[src/hw/rtl/two_float_level_indicator_assert.svh]
// Assertion macros for the two-float level indicator.
// Depends on nothing; included by the top level, which checks its own logic.
`ifndef TWO_FLOAT_LEVEL_INDICATOR_ASSERT_SVH
`define TWO_FLOAT_LEVEL_INDICATOR_ASSERT_SVH

// Same-cycle implication, checked outside reset.
`define TFLI_ASSERT_NOW(label, clk, rst_n, ante, cons, msg) \
  label: assert property (@(posedge clk) disable iff (!rst_n) (ante) |-> (cons)) \
    else $error(msg);

// Next-cycle implication, checked outside reset.
`define TFLI_ASSERT_NEXT(label, clk, rst_n, ante, cons, msg) \
  label: assert property (@(posedge clk) disable iff (!rst_n) (ante) |=> (cons)) \
    else $error(msg);

`endif

[src/hw/rtl/tfli_pkg.sv]
// Shared types and constants for the two-float level indicator.
// Depends on nothing; used by all modules.
`default_nettype none

package tfli_pkg;

  // Width of the configuration registers and of the write data.
  localparam int CfgWidth = 16;
  // Width of the configuration register index.
  localparam int CfgIdxWidth = 1;

  // Reset values of the configuration registers.
  localparam logic [CfgWidth-1:0] DebounceReset = 16'd50;
  localparam logic [CfgWidth-1:0] BlinkReset = 16'd500;

  // Configuration register indexes.
  typedef enum logic [CfgIdxWidth-1:0] {
    REG_DEBOUNCE = 1'b0,
    REG_BLINK    = 1'b1
  } cfg_reg_e;

  // Reported tank level.
  typedef enum logic [1:0] {
    LVL_LOW   = 2'd0,
    LVL_MID   = 2'd1,
    LVL_HIGH  = 2'd2,
    LVL_FAULT = 2'd3
  } level_e;

  // Per-tick control shared by the state-holding units.
  typedef struct packed {
    logic step;  // a regular tick is processed this cycle
    logic seed;  // the tick is the first one after reset
  } tick_ctl_t;

  // One result item.
  typedef struct packed {
    level_e level;
    logic   led_green;
    logic   led_yellow;
    logic   led_red;
    logic   mirror_mid;
    logic   mirror_top;
  } result_t;

endpackage

`default_nettype wire

[src/hw/rtl/tfli_if.sv]
// Valid/ready channel interfaces for the tick input and the result output.
// Depends on nothing beyond the language; used by the top level.
`default_nettype none

// Tick channel: one item carries both float pin levels.
interface tfli_in_if;
  logic valid;
  logic ready;
  logic mid_pin_level;
  logic top_pin_level;

  modport source (output valid, output mid_pin_level, output top_pin_level, input ready);
  modport sink (input valid, input mid_pin_level, input top_pin_level, output ready);
endinterface

// Result channel: one item carries the level, lamps and mirror pins.
interface tfli_out_if;
  logic       valid;
  logic       ready;
  logic [1:0] level;
  logic       led_green;
  logic       led_yellow;
  logic       led_red;
  logic       mirror_mid;
  logic       mirror_top;

  modport source (
    output valid, output level, output led_green, output led_yellow,
    output led_red, output mirror_mid, output mirror_top, input ready
  );
  modport sink (
    input valid, input level, input led_green, input led_yellow,
    input led_red, input mirror_mid, input mirror_top, output ready
  );
endinterface

`default_nettype wire

[src/hw/rtl/two_float_level_indicator.sv]
// Top level of the two-float level indicator: channels, config, result register.
// Depends on tfli_pkg, tfli_if, tfli_debounce, tfli_blink and the assert header.
`default_nettype none
`include "two_float_level_indicator_assert.svh"

// Each millisecond tick item carries the middle and top float pin levels (low
// means the switch is on) and yields exactly one result item with the level,
// the three lamp drives and the two mirror pins. The block takes one item per
// clock cycle with no gap while the result channel is not stalled. An accepted
// item waits in the input register, and its result is loaded into the result
// register once that register is empty or its item is taken; the result is
// offered from the result register. Under back-pressure both registers hold
// their items, so the input stalls once two items are waiting. The first tick
// after reset seeds the debounced state of both switches. Configuration writes
// (debounce_ticks at index 0, blink_ticks at index 1) take effect on the next
// tick processed.
module two_float_level_indicator #(
  parameter int COUNT_WIDTH = 16
) (
  input  wire logic                             clk_i,
  input  wire logic                             rst_ni,
  tfli_in_if.sink                               in_i,
  tfli_out_if.source                            out_o,
  input  wire logic                             cfg_we_i,
  input  wire logic [tfli_pkg::CfgIdxWidth-1:0] cfg_idx_i,
  input  wire logic [tfli_pkg::CfgWidth-1:0]    cfg_data_i
);

  logic [tfli_pkg::CfgWidth-1:0] debounce_ticks_q;
  logic [tfli_pkg::CfgWidth-1:0] blink_ticks_q;

  logic                s1_valid_q, s1_valid_d;
  logic                s1_mid_on_q;
  logic                s1_top_on_q;
  logic                seeded_q, seeded_d;
  logic                out_valid_q, out_valid_d;
  tfli_pkg::result_t   result_q, result_d;
  tfli_pkg::tick_ctl_t ctl;

  logic in_accept;
  logic out_adv;
  logic mid_stable_on;
  logic top_stable_on;
  logic blink_on;

  // Configuration registers.
  always_ff @(posedge clk_i or negedge rst_ni) begin
    if (!rst_ni) begin
      debounce_ticks_q <= tfli_pkg::DebounceReset;
      blink_ticks_q    <= tfli_pkg::BlinkReset;
    end else if (cfg_we_i) begin
      unique case (tfli_pkg::cfg_reg_e'(cfg_idx_i))
        tfli_pkg::REG_DEBOUNCE: debounce_ticks_q <= cfg_data_i;
        tfli_pkg::REG_BLINK:    blink_ticks_q    <= cfg_data_i;
        default: ;
      endcase
    end
  end

  // Pipeline handshake: the result register frees up when it is empty or taken.
  assign out_adv     = !out_valid_q || out_o.ready;
  assign in_i.ready  = !s1_valid_q || out_adv;
  assign in_accept   = in_i.valid && in_i.ready;
  assign ctl.step    = s1_valid_q && out_adv && seeded_q;
  assign ctl.seed    = s1_valid_q && out_adv && !seeded_q;

  always_comb begin
    s1_valid_d = s1_valid_q;
    if (in_accept) begin
      s1_valid_d = 1'b1;
    end else if (out_adv) begin
      s1_valid_d = 1'b0;
    end
    seeded_d    = seeded_q || ctl.seed;
    out_valid_d = out_valid_q;
    if (ctl.step || ctl.seed) begin
      out_valid_d = 1'b1;
    end else if (out_o.ready) begin
      out_valid_d = 1'b0;
    end
  end

  always_ff @(posedge clk_i or negedge rst_ni) begin
    if (!rst_ni) begin
      s1_valid_q  <= 1'b0;
      seeded_q    <= 1'b0;
      out_valid_q <= 1'b0;
    end else begin
      s1_valid_q  <= s1_valid_d;
      seeded_q    <= seeded_d;
      out_valid_q <= out_valid_d;
    end
  end

  // Input register: switch-on flags of the accepted tick.
  always_ff @(posedge clk_i) begin
    if (in_accept) begin
      s1_mid_on_q <= !in_i.mid_pin_level;
      s1_top_on_q <= !in_i.top_pin_level;
    end
  end

  tfli_debounce #(
    .COUNT_WIDTH(COUNT_WIDTH)
  ) u_mid (
    .clk_i           (clk_i),
    .rst_ni          (rst_ni),
    .ctl_i           (ctl),
    .sample_on_i     (s1_mid_on_q),
    .debounce_ticks_i(debounce_ticks_q),
    .stable_on_o     (mid_stable_on)
  );

  tfli_debounce #(
    .COUNT_WIDTH(COUNT_WIDTH)
  ) u_top (
    .clk_i           (clk_i),
    .rst_ni          (rst_ni),
    .ctl_i           (ctl),
    .sample_on_i     (s1_top_on_q),
    .debounce_ticks_i(debounce_ticks_q),
    .stable_on_o     (top_stable_on)
  );

  tfli_blink #(
    .COUNT_WIDTH(COUNT_WIDTH)
  ) u_blink (
    .clk_i        (clk_i),
    .rst_ni       (rst_ni),
    .ctl_i        (ctl),
    .blink_ticks_i(blink_ticks_q),
    .blink_on_o   (blink_on)
  );

  // Level decode and lamp drives from the committed switch states.
  always_comb begin
    if (top_stable_on) begin
      result_d.level = mid_stable_on ? tfli_pkg::LVL_LOW : tfli_pkg::LVL_MID;
    end else begin
      result_d.level = mid_stable_on ? tfli_pkg::LVL_FAULT : tfli_pkg::LVL_HIGH;
    end
    result_d.led_green  = (result_d.level == tfli_pkg::LVL_LOW);
    result_d.led_yellow = (result_d.level == tfli_pkg::LVL_MID);
    result_d.led_red    = (result_d.level == tfli_pkg::LVL_HIGH) ||
                          ((result_d.level == tfli_pkg::LVL_FAULT) && blink_on);
    result_d.mirror_mid = !mid_stable_on;
    result_d.mirror_top = !top_stable_on;
  end

  // Result register.
  always_ff @(posedge clk_i) begin
    if (ctl.step || ctl.seed) begin
      result_q <= result_d;
    end
  end

  assign out_o.valid      = out_valid_q;
  assign out_o.level      = result_q.level;
  assign out_o.led_green  = result_q.led_green;
  assign out_o.led_yellow = result_q.led_yellow;
  assign out_o.led_red    = result_q.led_red;
  assign out_o.mirror_mid = result_q.mirror_mid;
  assign out_o.mirror_top = result_q.mirror_top;

  // Only the first processed tick may seed the channels.
  `TFLI_ASSERT_NOW(a_seed_once, clk_i, rst_ni, seeded_q, !ctl.seed,
    "seed requested after the channels were already seeded")

  // A processed tick always leaves a result waiting.
  `TFLI_ASSERT_NEXT(a_tick_gives_result, clk_i, rst_ni, ctl.step || ctl.seed,
    out_valid_q && seeded_q, "processed tick did not produce a result")

  // A stalled input register keeps its item.
  `TFLI_ASSERT_NEXT(a_s1_holds, clk_i, rst_ni, s1_valid_q && !out_adv,
    s1_valid_q && $stable(s1_mid_on_q) && $stable(s1_top_on_q),
    "input register lost its item while stalled")

  // Green and yellow lamps agree with the decoded level.
  `TFLI_ASSERT_NOW(a_lamps_match, clk_i, rst_ni, out_valid_q,
    (result_q.led_green == (result_q.level == tfli_pkg::LVL_LOW)) &&
    (result_q.led_yellow == (result_q.level == tfli_pkg::LVL_MID)),
    "lamp drives disagree with the level")

endmodule

`default_nettype wire

[src/hw/rtl/tfli_debounce.sv]
// One debounced float-switch channel: raw reading, committed reading, age.
// Depends on tfli_pkg for the tick control struct and register width.
`default_nettype none

module tfli_debounce #(
  parameter int COUNT_WIDTH = 16
) (
  input  wire logic                          clk_i,
  input  wire logic                          rst_ni,
  input  wire tfli_pkg::tick_ctl_t           ctl_i,
  input  wire logic                          sample_on_i,
  input  wire logic [tfli_pkg::CfgWidth-1:0] debounce_ticks_i,
  output logic                               stable_on_o
);

  localparam int CmpWidth = (COUNT_WIDTH > tfli_pkg::CfgWidth) ? COUNT_WIDTH
                                                                : tfli_pkg::CfgWidth;
  localparam logic [COUNT_WIDTH-1:0] AgeMax = {COUNT_WIDTH{1'b1}};

  logic                   raw_q, raw_d;
  logic                   stable_q, stable_d;
  logic [COUNT_WIDTH-1:0] age_q, age_d;

  // Next state: seed on the first tick, otherwise age the reading and commit.
  always_comb begin
    raw_d    = raw_q;
    stable_d = stable_q;
    age_d    = age_q;
    if (ctl_i.seed) begin
      raw_d    = sample_on_i;
      stable_d = sample_on_i;
      age_d    = '0;
    end else if (ctl_i.step) begin
      if (sample_on_i != raw_q) begin
        raw_d = sample_on_i;
        age_d = '0;
      end else if (age_q != AgeMax) begin
        age_d = age_q + 1'b1;
      end
      if ((raw_d != stable_q) &&
          (CmpWidth'(age_d) >= CmpWidth'(debounce_ticks_i))) begin
        stable_d = raw_d;
      end
    end
  end

  // Channel state registers.
  always_ff @(posedge clk_i or negedge rst_ni) begin
    if (!rst_ni) begin
      raw_q    <= 1'b0;
      stable_q <= 1'b0;
      age_q    <= '0;
    end else begin
      raw_q    <= raw_d;
      stable_q <= stable_d;
      age_q    <= age_d;
    end
  end

  // The result of a tick uses the committed reading after that tick.
  assign stable_on_o = stable_d;

endmodule

`default_nettype wire

[src/hw/rtl/tfli_blink.sv]
// Free-running fault blink phase, toggled every blink setting ticks.
// Depends on tfli_pkg for the tick control struct and register width.
`default_nettype none

module tfli_blink #(
  parameter int COUNT_WIDTH = 16
) (
  input  wire logic                          clk_i,
  input  wire logic                          rst_ni,
  input  wire tfli_pkg::tick_ctl_t           ctl_i,
  input  wire logic [tfli_pkg::CfgWidth-1:0] blink_ticks_i,
  output logic                               blink_on_o
);

  localparam int CmpWidth = (COUNT_WIDTH > tfli_pkg::CfgWidth) ? COUNT_WIDTH
                                                                : tfli_pkg::CfgWidth;
  localparam logic [COUNT_WIDTH-1:0] CountMax = {COUNT_WIDTH{1'b1}};

  logic [COUNT_WIDTH-1:0] elapsed_q, elapsed_d, elapsed_inc;
  logic                   on_q, on_d;

  // Saturating tick count; wraps to zero and toggles once it meets the setting.
  always_comb begin
    elapsed_d   = elapsed_q;
    on_d        = on_q;
    elapsed_inc = (elapsed_q == CountMax) ? CountMax : elapsed_q + 1'b1;
    if (ctl_i.seed) begin
      elapsed_d = '0;
      on_d      = 1'b1;
    end else if (ctl_i.step) begin
      if (CmpWidth'(elapsed_inc) >= CmpWidth'(blink_ticks_i)) begin
        elapsed_d = '0;
        on_d      = !on_q;
      end else begin
        elapsed_d = elapsed_inc;
      end
    end
  end

  // Blink state registers.
  always_ff @(posedge clk_i or negedge rst_ni) begin
    if (!rst_ni) begin
      elapsed_q <= '0;
      on_q      <= 1'b1;
    end else begin
      elapsed_q <= elapsed_d;
      on_q      <= on_d;
    end
  end

  assign blink_on_o = on_d;

endmodule

`default_nettype wire
[src/flat_wrapper.sv]
// flat-port wrapper written by rule: the top's interface ports become plain ports
module two_float_level_indicator_flat 
#(
  parameter int COUNT_WIDTH = 16
)
  (clk_i, rst_ni, cfg_we_i, cfg_idx_i, cfg_data_i, in_i_valid, in_i_mid_pin_level, in_i_top_pin_level, in_i_ready, out_o_valid, out_o_level, out_o_led_green, out_o_led_yellow, out_o_led_red, out_o_mirror_mid, out_o_mirror_top, out_o_ready);
  tfli_in_if in_i_i ();
  tfli_out_if out_o_i ();
  input  wire logic clk_i;
  input  wire logic rst_ni;
  input  wire logic cfg_we_i;
  input  wire logic [tfli_pkg::CfgIdxWidth-1:0] cfg_idx_i;
  input  wire logic [tfli_pkg::CfgWidth-1:0] cfg_data_i;
  input wire logic [$bits(in_i_i.valid)-1:0] in_i_valid;
  input wire logic [$bits(in_i_i.mid_pin_level)-1:0] in_i_mid_pin_level;
  input wire logic [$bits(in_i_i.top_pin_level)-1:0] in_i_top_pin_level;
  output wire logic [$bits(in_i_i.ready)-1:0] in_i_ready;
  output wire logic [$bits(out_o_i.valid)-1:0] out_o_valid;
  output wire logic [$bits(out_o_i.level)-1:0] out_o_level;
  output wire logic [$bits(out_o_i.led_green)-1:0] out_o_led_green;
  output wire logic [$bits(out_o_i.led_yellow)-1:0] out_o_led_yellow;
  output wire logic [$bits(out_o_i.led_red)-1:0] out_o_led_red;
  output wire logic [$bits(out_o_i.mirror_mid)-1:0] out_o_mirror_mid;
  output wire logic [$bits(out_o_i.mirror_top)-1:0] out_o_mirror_top;
  input wire logic [$bits(out_o_i.ready)-1:0] out_o_ready;
  assign in_i_i.valid = in_i_valid;
  assign in_i_i.mid_pin_level = in_i_mid_pin_level;
  assign in_i_i.top_pin_level = in_i_top_pin_level;
  assign in_i_ready = in_i_i.ready;
  assign out_o_valid = out_o_i.valid;
  assign out_o_level = out_o_i.level;
  assign out_o_led_green = out_o_i.led_green;
  assign out_o_led_yellow = out_o_i.led_yellow;
  assign out_o_led_red = out_o_i.led_red;
  assign out_o_mirror_mid = out_o_i.mirror_mid;
  assign out_o_mirror_top = out_o_i.mirror_top;
  assign out_o_i.ready = out_o_ready;
  two_float_level_indicator #(.COUNT_WIDTH(COUNT_WIDTH)) u_core (.clk_i(clk_i), .rst_ni(rst_ni), .in_i(in_i_i), .out_o(out_o_i), .cfg_we_i(cfg_we_i), .cfg_idx_i(cfg_idx_i), .cfg_data_i(cfg_data_i));
endmodule
[config.mk]
export PLATFORM = sky130hd
export DESIGN_NAME = two_float_level_indicator_flat
export DESIGN_NICKNAME = d
export VERILOG_FILES = /design/src/hw/rtl/tfli_pkg.sv /design/src/hw/rtl/tfli_if.sv /design/src/hw/rtl/two_float_level_indicator.sv /design/src/hw/rtl/tfli_debounce.sv /design/src/hw/rtl/tfli_blink.sv /design/src/flat_wrapper.sv
export VERILOG_INCLUDE_DIRS = /design/src /design/src/hw/rtl
export SDC_FILE = /design/constraint.sdc
export NUM_CORES = 1
export LEC_CHECK = 0
export BUFFER_PORTS_ARGS = -buffer_cell sky130_fd_sc_hd__buf_2
export CORE_MARGIN = 2
export CORE_UTILIZATION = 45
export CTS_CLUSTER_DIAMETER = 150
export DETAILED_ROUTE_END_ITERATION = 8
export HOLD_SLACK_MARGIN = 0.02
export PLACE_DENSITY = 0.63
export SLEW_MARGIN = 25
export SYNTH_ARGS = -nofsm -noshare
export SYNTH_HDL_FRONTEND = slang
export SYNTH_SLANG_ARGS = --single-unit
[constraint.sdc]
create_clock -name clk_i -period 7.3 [get_ports clk_i]
set_input_delay 1.095 -clock clk_i [delete_from_list [all_inputs] [get_ports clk_i]]
set_output_delay 1.095 -clock clk_i [all_outputs]
set_load 0.01 [all_outputs]
==> metrics.yaml <==
status: "completed"
relSlewSlack: 0.5536
nNetsFinal: 774
slew_viol_final: 0
tritoncts: "built"
hold_viol: 0
clkTransAtPathRegs_ns: 0.07
drt-initial-drc-count: 313
cts_max_level: 3
slowest_delay_ns: 0.43
syn2layout_area_growth_pct: 9.109
cts_buffers: 9
antenna_left: 0
r2r_slack_ns: 3.01
async_flop_share: 0.9167
yosys.area.top_type: "dfrtp_1"
ys_ff_latch: 96
yosysTopAreaCellShare: 0.3103
antenna_cells: 0
post-route-drc-count: 0
period_share: 0.5883
cts_buffer_depth: 2
initial_utilization: 0.4568
crit_path_end_kind: "flip-flop"
grt_pass1_vias: 4849
antenna_found_initial: 0
tightestPinTransition_ns: 0.6680
crit_type: "reg -> reg"
synth.most_common_cell: "dfrtp_1"
die-height_um: 122.2
max_freq_ghz: 0.2329
root_buffer: "clkbuf_16"
synth-edff-count: 8
finalSetupViolCount: 0
hpwlAfterDp_um: 10610
syn_area_per_cell_um2: 9.306
hold_class: "reg -> reg"
leakage_nw: 3.203
r2r-start: "u_core.u_top.age_q[0]$_DFFE_PN0P_"
placed_cells: 861
drive_gt1_frac: 0.1390
yosys_warnings: 0
rsz0062_at_grt: "no"
p_sw_uw: 488.3
num_vias: 5038
vias_per_cell: 5.738
timing.critical_path.mode_cell: "ha_1"
clockPowerShare: 0.323
synth_cell_types: 61
fp.dieArea_mm2: 0.01494
ys.flop_type: "dfrtp_1"
cp-endpoint: "u_core.out_o.led_red$_DFFE_PP_"
yosys-top-cells-area: "dfrtp_1 (31%), ha_1 (11%), o21ai_0 (4.3%)"
cp_cell_sequence: "ha_1, and3_1, and4_4, nand4_2, xor2_1, nand2_1, ha_1, nand2b_1, a2111o_1, a31oi_1, o211ai_1, mux2i_1, inv_1, ha_1, inv_1, o41ai_2"
required_ns: 7.40
post_cts_buffers: 0
synth_area_mm2: 0.006291
setup_tns_ns: 0
syn-num-nets: 757
fin_crit_ns: 4.294
gp_congestion: 0.8541
worstSetupStartpointType: "flip-flop"
fill_cells: 1319
worstPathMaxFanout: 16
internal_power_mw: 1.017
max_cap_violations: 0
cts_resized: 0
pwr-share-comb: 0.244
clk_latency_ns: 0.36
drt-total-wl_um: 14390
grt_pass1_wl_um: 23920
power_frac_seq: 0.433
grt_use_total: 0.2044
p_per_area_mw_per_mm2: 219.3
regArea_mm2: 0.002455
reg2reg_depth: 16
ir_drop_uv: 105.6
numPortBuffers: 32
chipWidth_um: 122.2
critPathLaunch: "u_core.u_top.age_q[0]$_DFFE_PN0P_"
overflow: 0
pin_count: 33
switching_share: 0.3244
dr.pass1.iters: 7
drt-wirelength-per-cell_um: 16.39
cpMaxStageDelayCell: "dfrtp_1"
grt_max_degree: 57
ctsHoldBuffers: 0
num_rows: 43
skew_ns: 0.006339
core_region_area_mm2: 0.01377
synthCells: 676
reg2reg_to: "u_core.out_o.led_red$_DFFE_PP_"
clkSinkCount: 96
synthTopCellsByCount: "dfrtp_1 (78), nand2_1 (61), ha_1 (57)"
synth.yosys.seq_area_share: 0.3902
multiInputGateArea_mm2: 0.003505
worst_ep_arrival_time_ns: 4.39
fin_cells: 878
[worst min-delay path by stage]
stage / start / slack (ns) / endpoint / cells past startpoint
after floorplan: u_core.s1_valid_q$_DFFE_PN0P_ / 0.47 / u_core.out_o.valid$_DFFE_PN0P_ / 1
after global placement: u_core.blink_ticks_q[11]$_DFFE_PN0P_ / 0.49 / u_core.blink_ticks_q[11]$_DFFE_PN0P_ / 1
after detailed placement: u_core.blink_ticks_q[12]$_DFFE_PN0P_ / 0.49 / u_core.blink_ticks_q[12]$_DFFE_PN0P_ / 1
after CTS: u_core.blink_ticks_q[12]$_DFFE_PN0P_ / 0.51 / u_core.blink_ticks_q[12]$_DFFE_PN0P_ / 1
after global routing: u_core.blink_ticks_q[1]$_DFFE_PN0P_ / 0.53 / u_core.blink_ticks_q[1]$_DFFE_PN0P_ / 1
final: u_core.blink_ticks_q[12]$_DFFE_PN0P_ / 0.51 / u_core.blink_ticks_q[12]$_DFFE_PN0P_ / 1
[logic make-up after synthesis]
family                     after synthesis  synth area share
AOI/OAI and AO/OA                      179            0.1870
xor gates and xnor gates                29           0.04037
adders and majority gates               57            0.1134
buffers and inverters                   81           0.05430
DFF                                     96            0.3902
muxes                                   29           0.05072
and+or+nand+nor                        205            0.1641
[state kept, by name (all words and copies together), names as in the netlist, 16 cells and up]
name and count:
u_core.blink_ticks_q 16, u_core.debounce_ticks_q 16, u_core.u_blink.elapsed_q 16, u_core.u_mid.age_q 16
u_core.u_top.age_q 16
[metrics by stage]
stage | utilization | instance area, µm² | hold WS (ns) | total power [mW] | setup slack (ns)
after floorplan | - | 6291 | 0.4711 | 0.9131 | 3.702
after global placement | 0.4757 | 6553 | 0.4900 | 0.9999 | 3.086
after detailed placement | 0.4757 | 6553 | 0.4942 | 1.026 | 2.898
after CTS | 0.4972 | 6848 | 0.5097 | 1.513 | 2.867
after global routing | 0.4984 | 6864 | 0.5283 | 1.593 | 2.682
final | 0.4984 | 6864 | 0.5071 | 1.505 | 3.006
[placed cells by master, fill, tap and decap left out, types with 6 or more instances in the layout]
cell type	count
xnor2_1	12
o31ai_1	8
dfrtp_1	78
and3_1	7
edfxtp_1	8
nand2b_1	10
a31oi_1	13
nand3_1	29
and4_1	10
ha_1	57
nor3_1	7
o21ai_0	54
xor2_1	17
a211oi_1	6
o21ai_1	10
mux2_2	18
dfstp_2	10
clkbuf_16	9
inv_1	50
buf_2	31
a21o_1	14
nand2_1	60
nand4_1	13
a21oi_1	29
a22o_1	23
nor2_1	46
mux2i_1	9
[area by class of cell]
cell class,count,area share
multi-input cells,499,0.5106
repair buffers,35,0.02752
flip-flops and latches,96,0.3576
clock inverters,6,0.009661
clock buffers,10,0.03336
inverters,52,0.02844
well taps,180,0.03281
[per-layer routing]
metal  part of all wire  global-route usage  vias to the layer above  routed length [µm]
li1                   -                   -                     2462                   -
met1               0.47              0.2763                     2447                6719
met2               0.47              0.3215                      105                6765
met3              0.035             0.03439                       24                 502
met4              0.028             0.09339                        0                 404
met5                  0                   0                        -                   0
[critical path, delay by kind of cell, from the launching register on]
family                   cells  cell delay (ns)
flip-flops                   1             0.43
XOR/XNOR                     1             0.27
buffers and inverters        2             0.18
adder cells (fa/ha/maj)      3             0.69
multiplexers                 1             0.33
AND/OR/NAND/NOR              5             1.11
AO/OA/AOI/OAI                4             1.01
[power groups by stage]
stage	Clock [mW]	Combinational, mW	Sequential, mW
2_1_floorplan	0	0.262	0.651
3_3_place_gp	0	0.343	0.657
3_5_place_dp	0	0.365	0.661
4_1_cts	0.494	0.367	0.652
5_1_grt	0.519	0.414	0.660
6_report	0.486	0.367	0.652
Power figures use the tool's default switching activity.
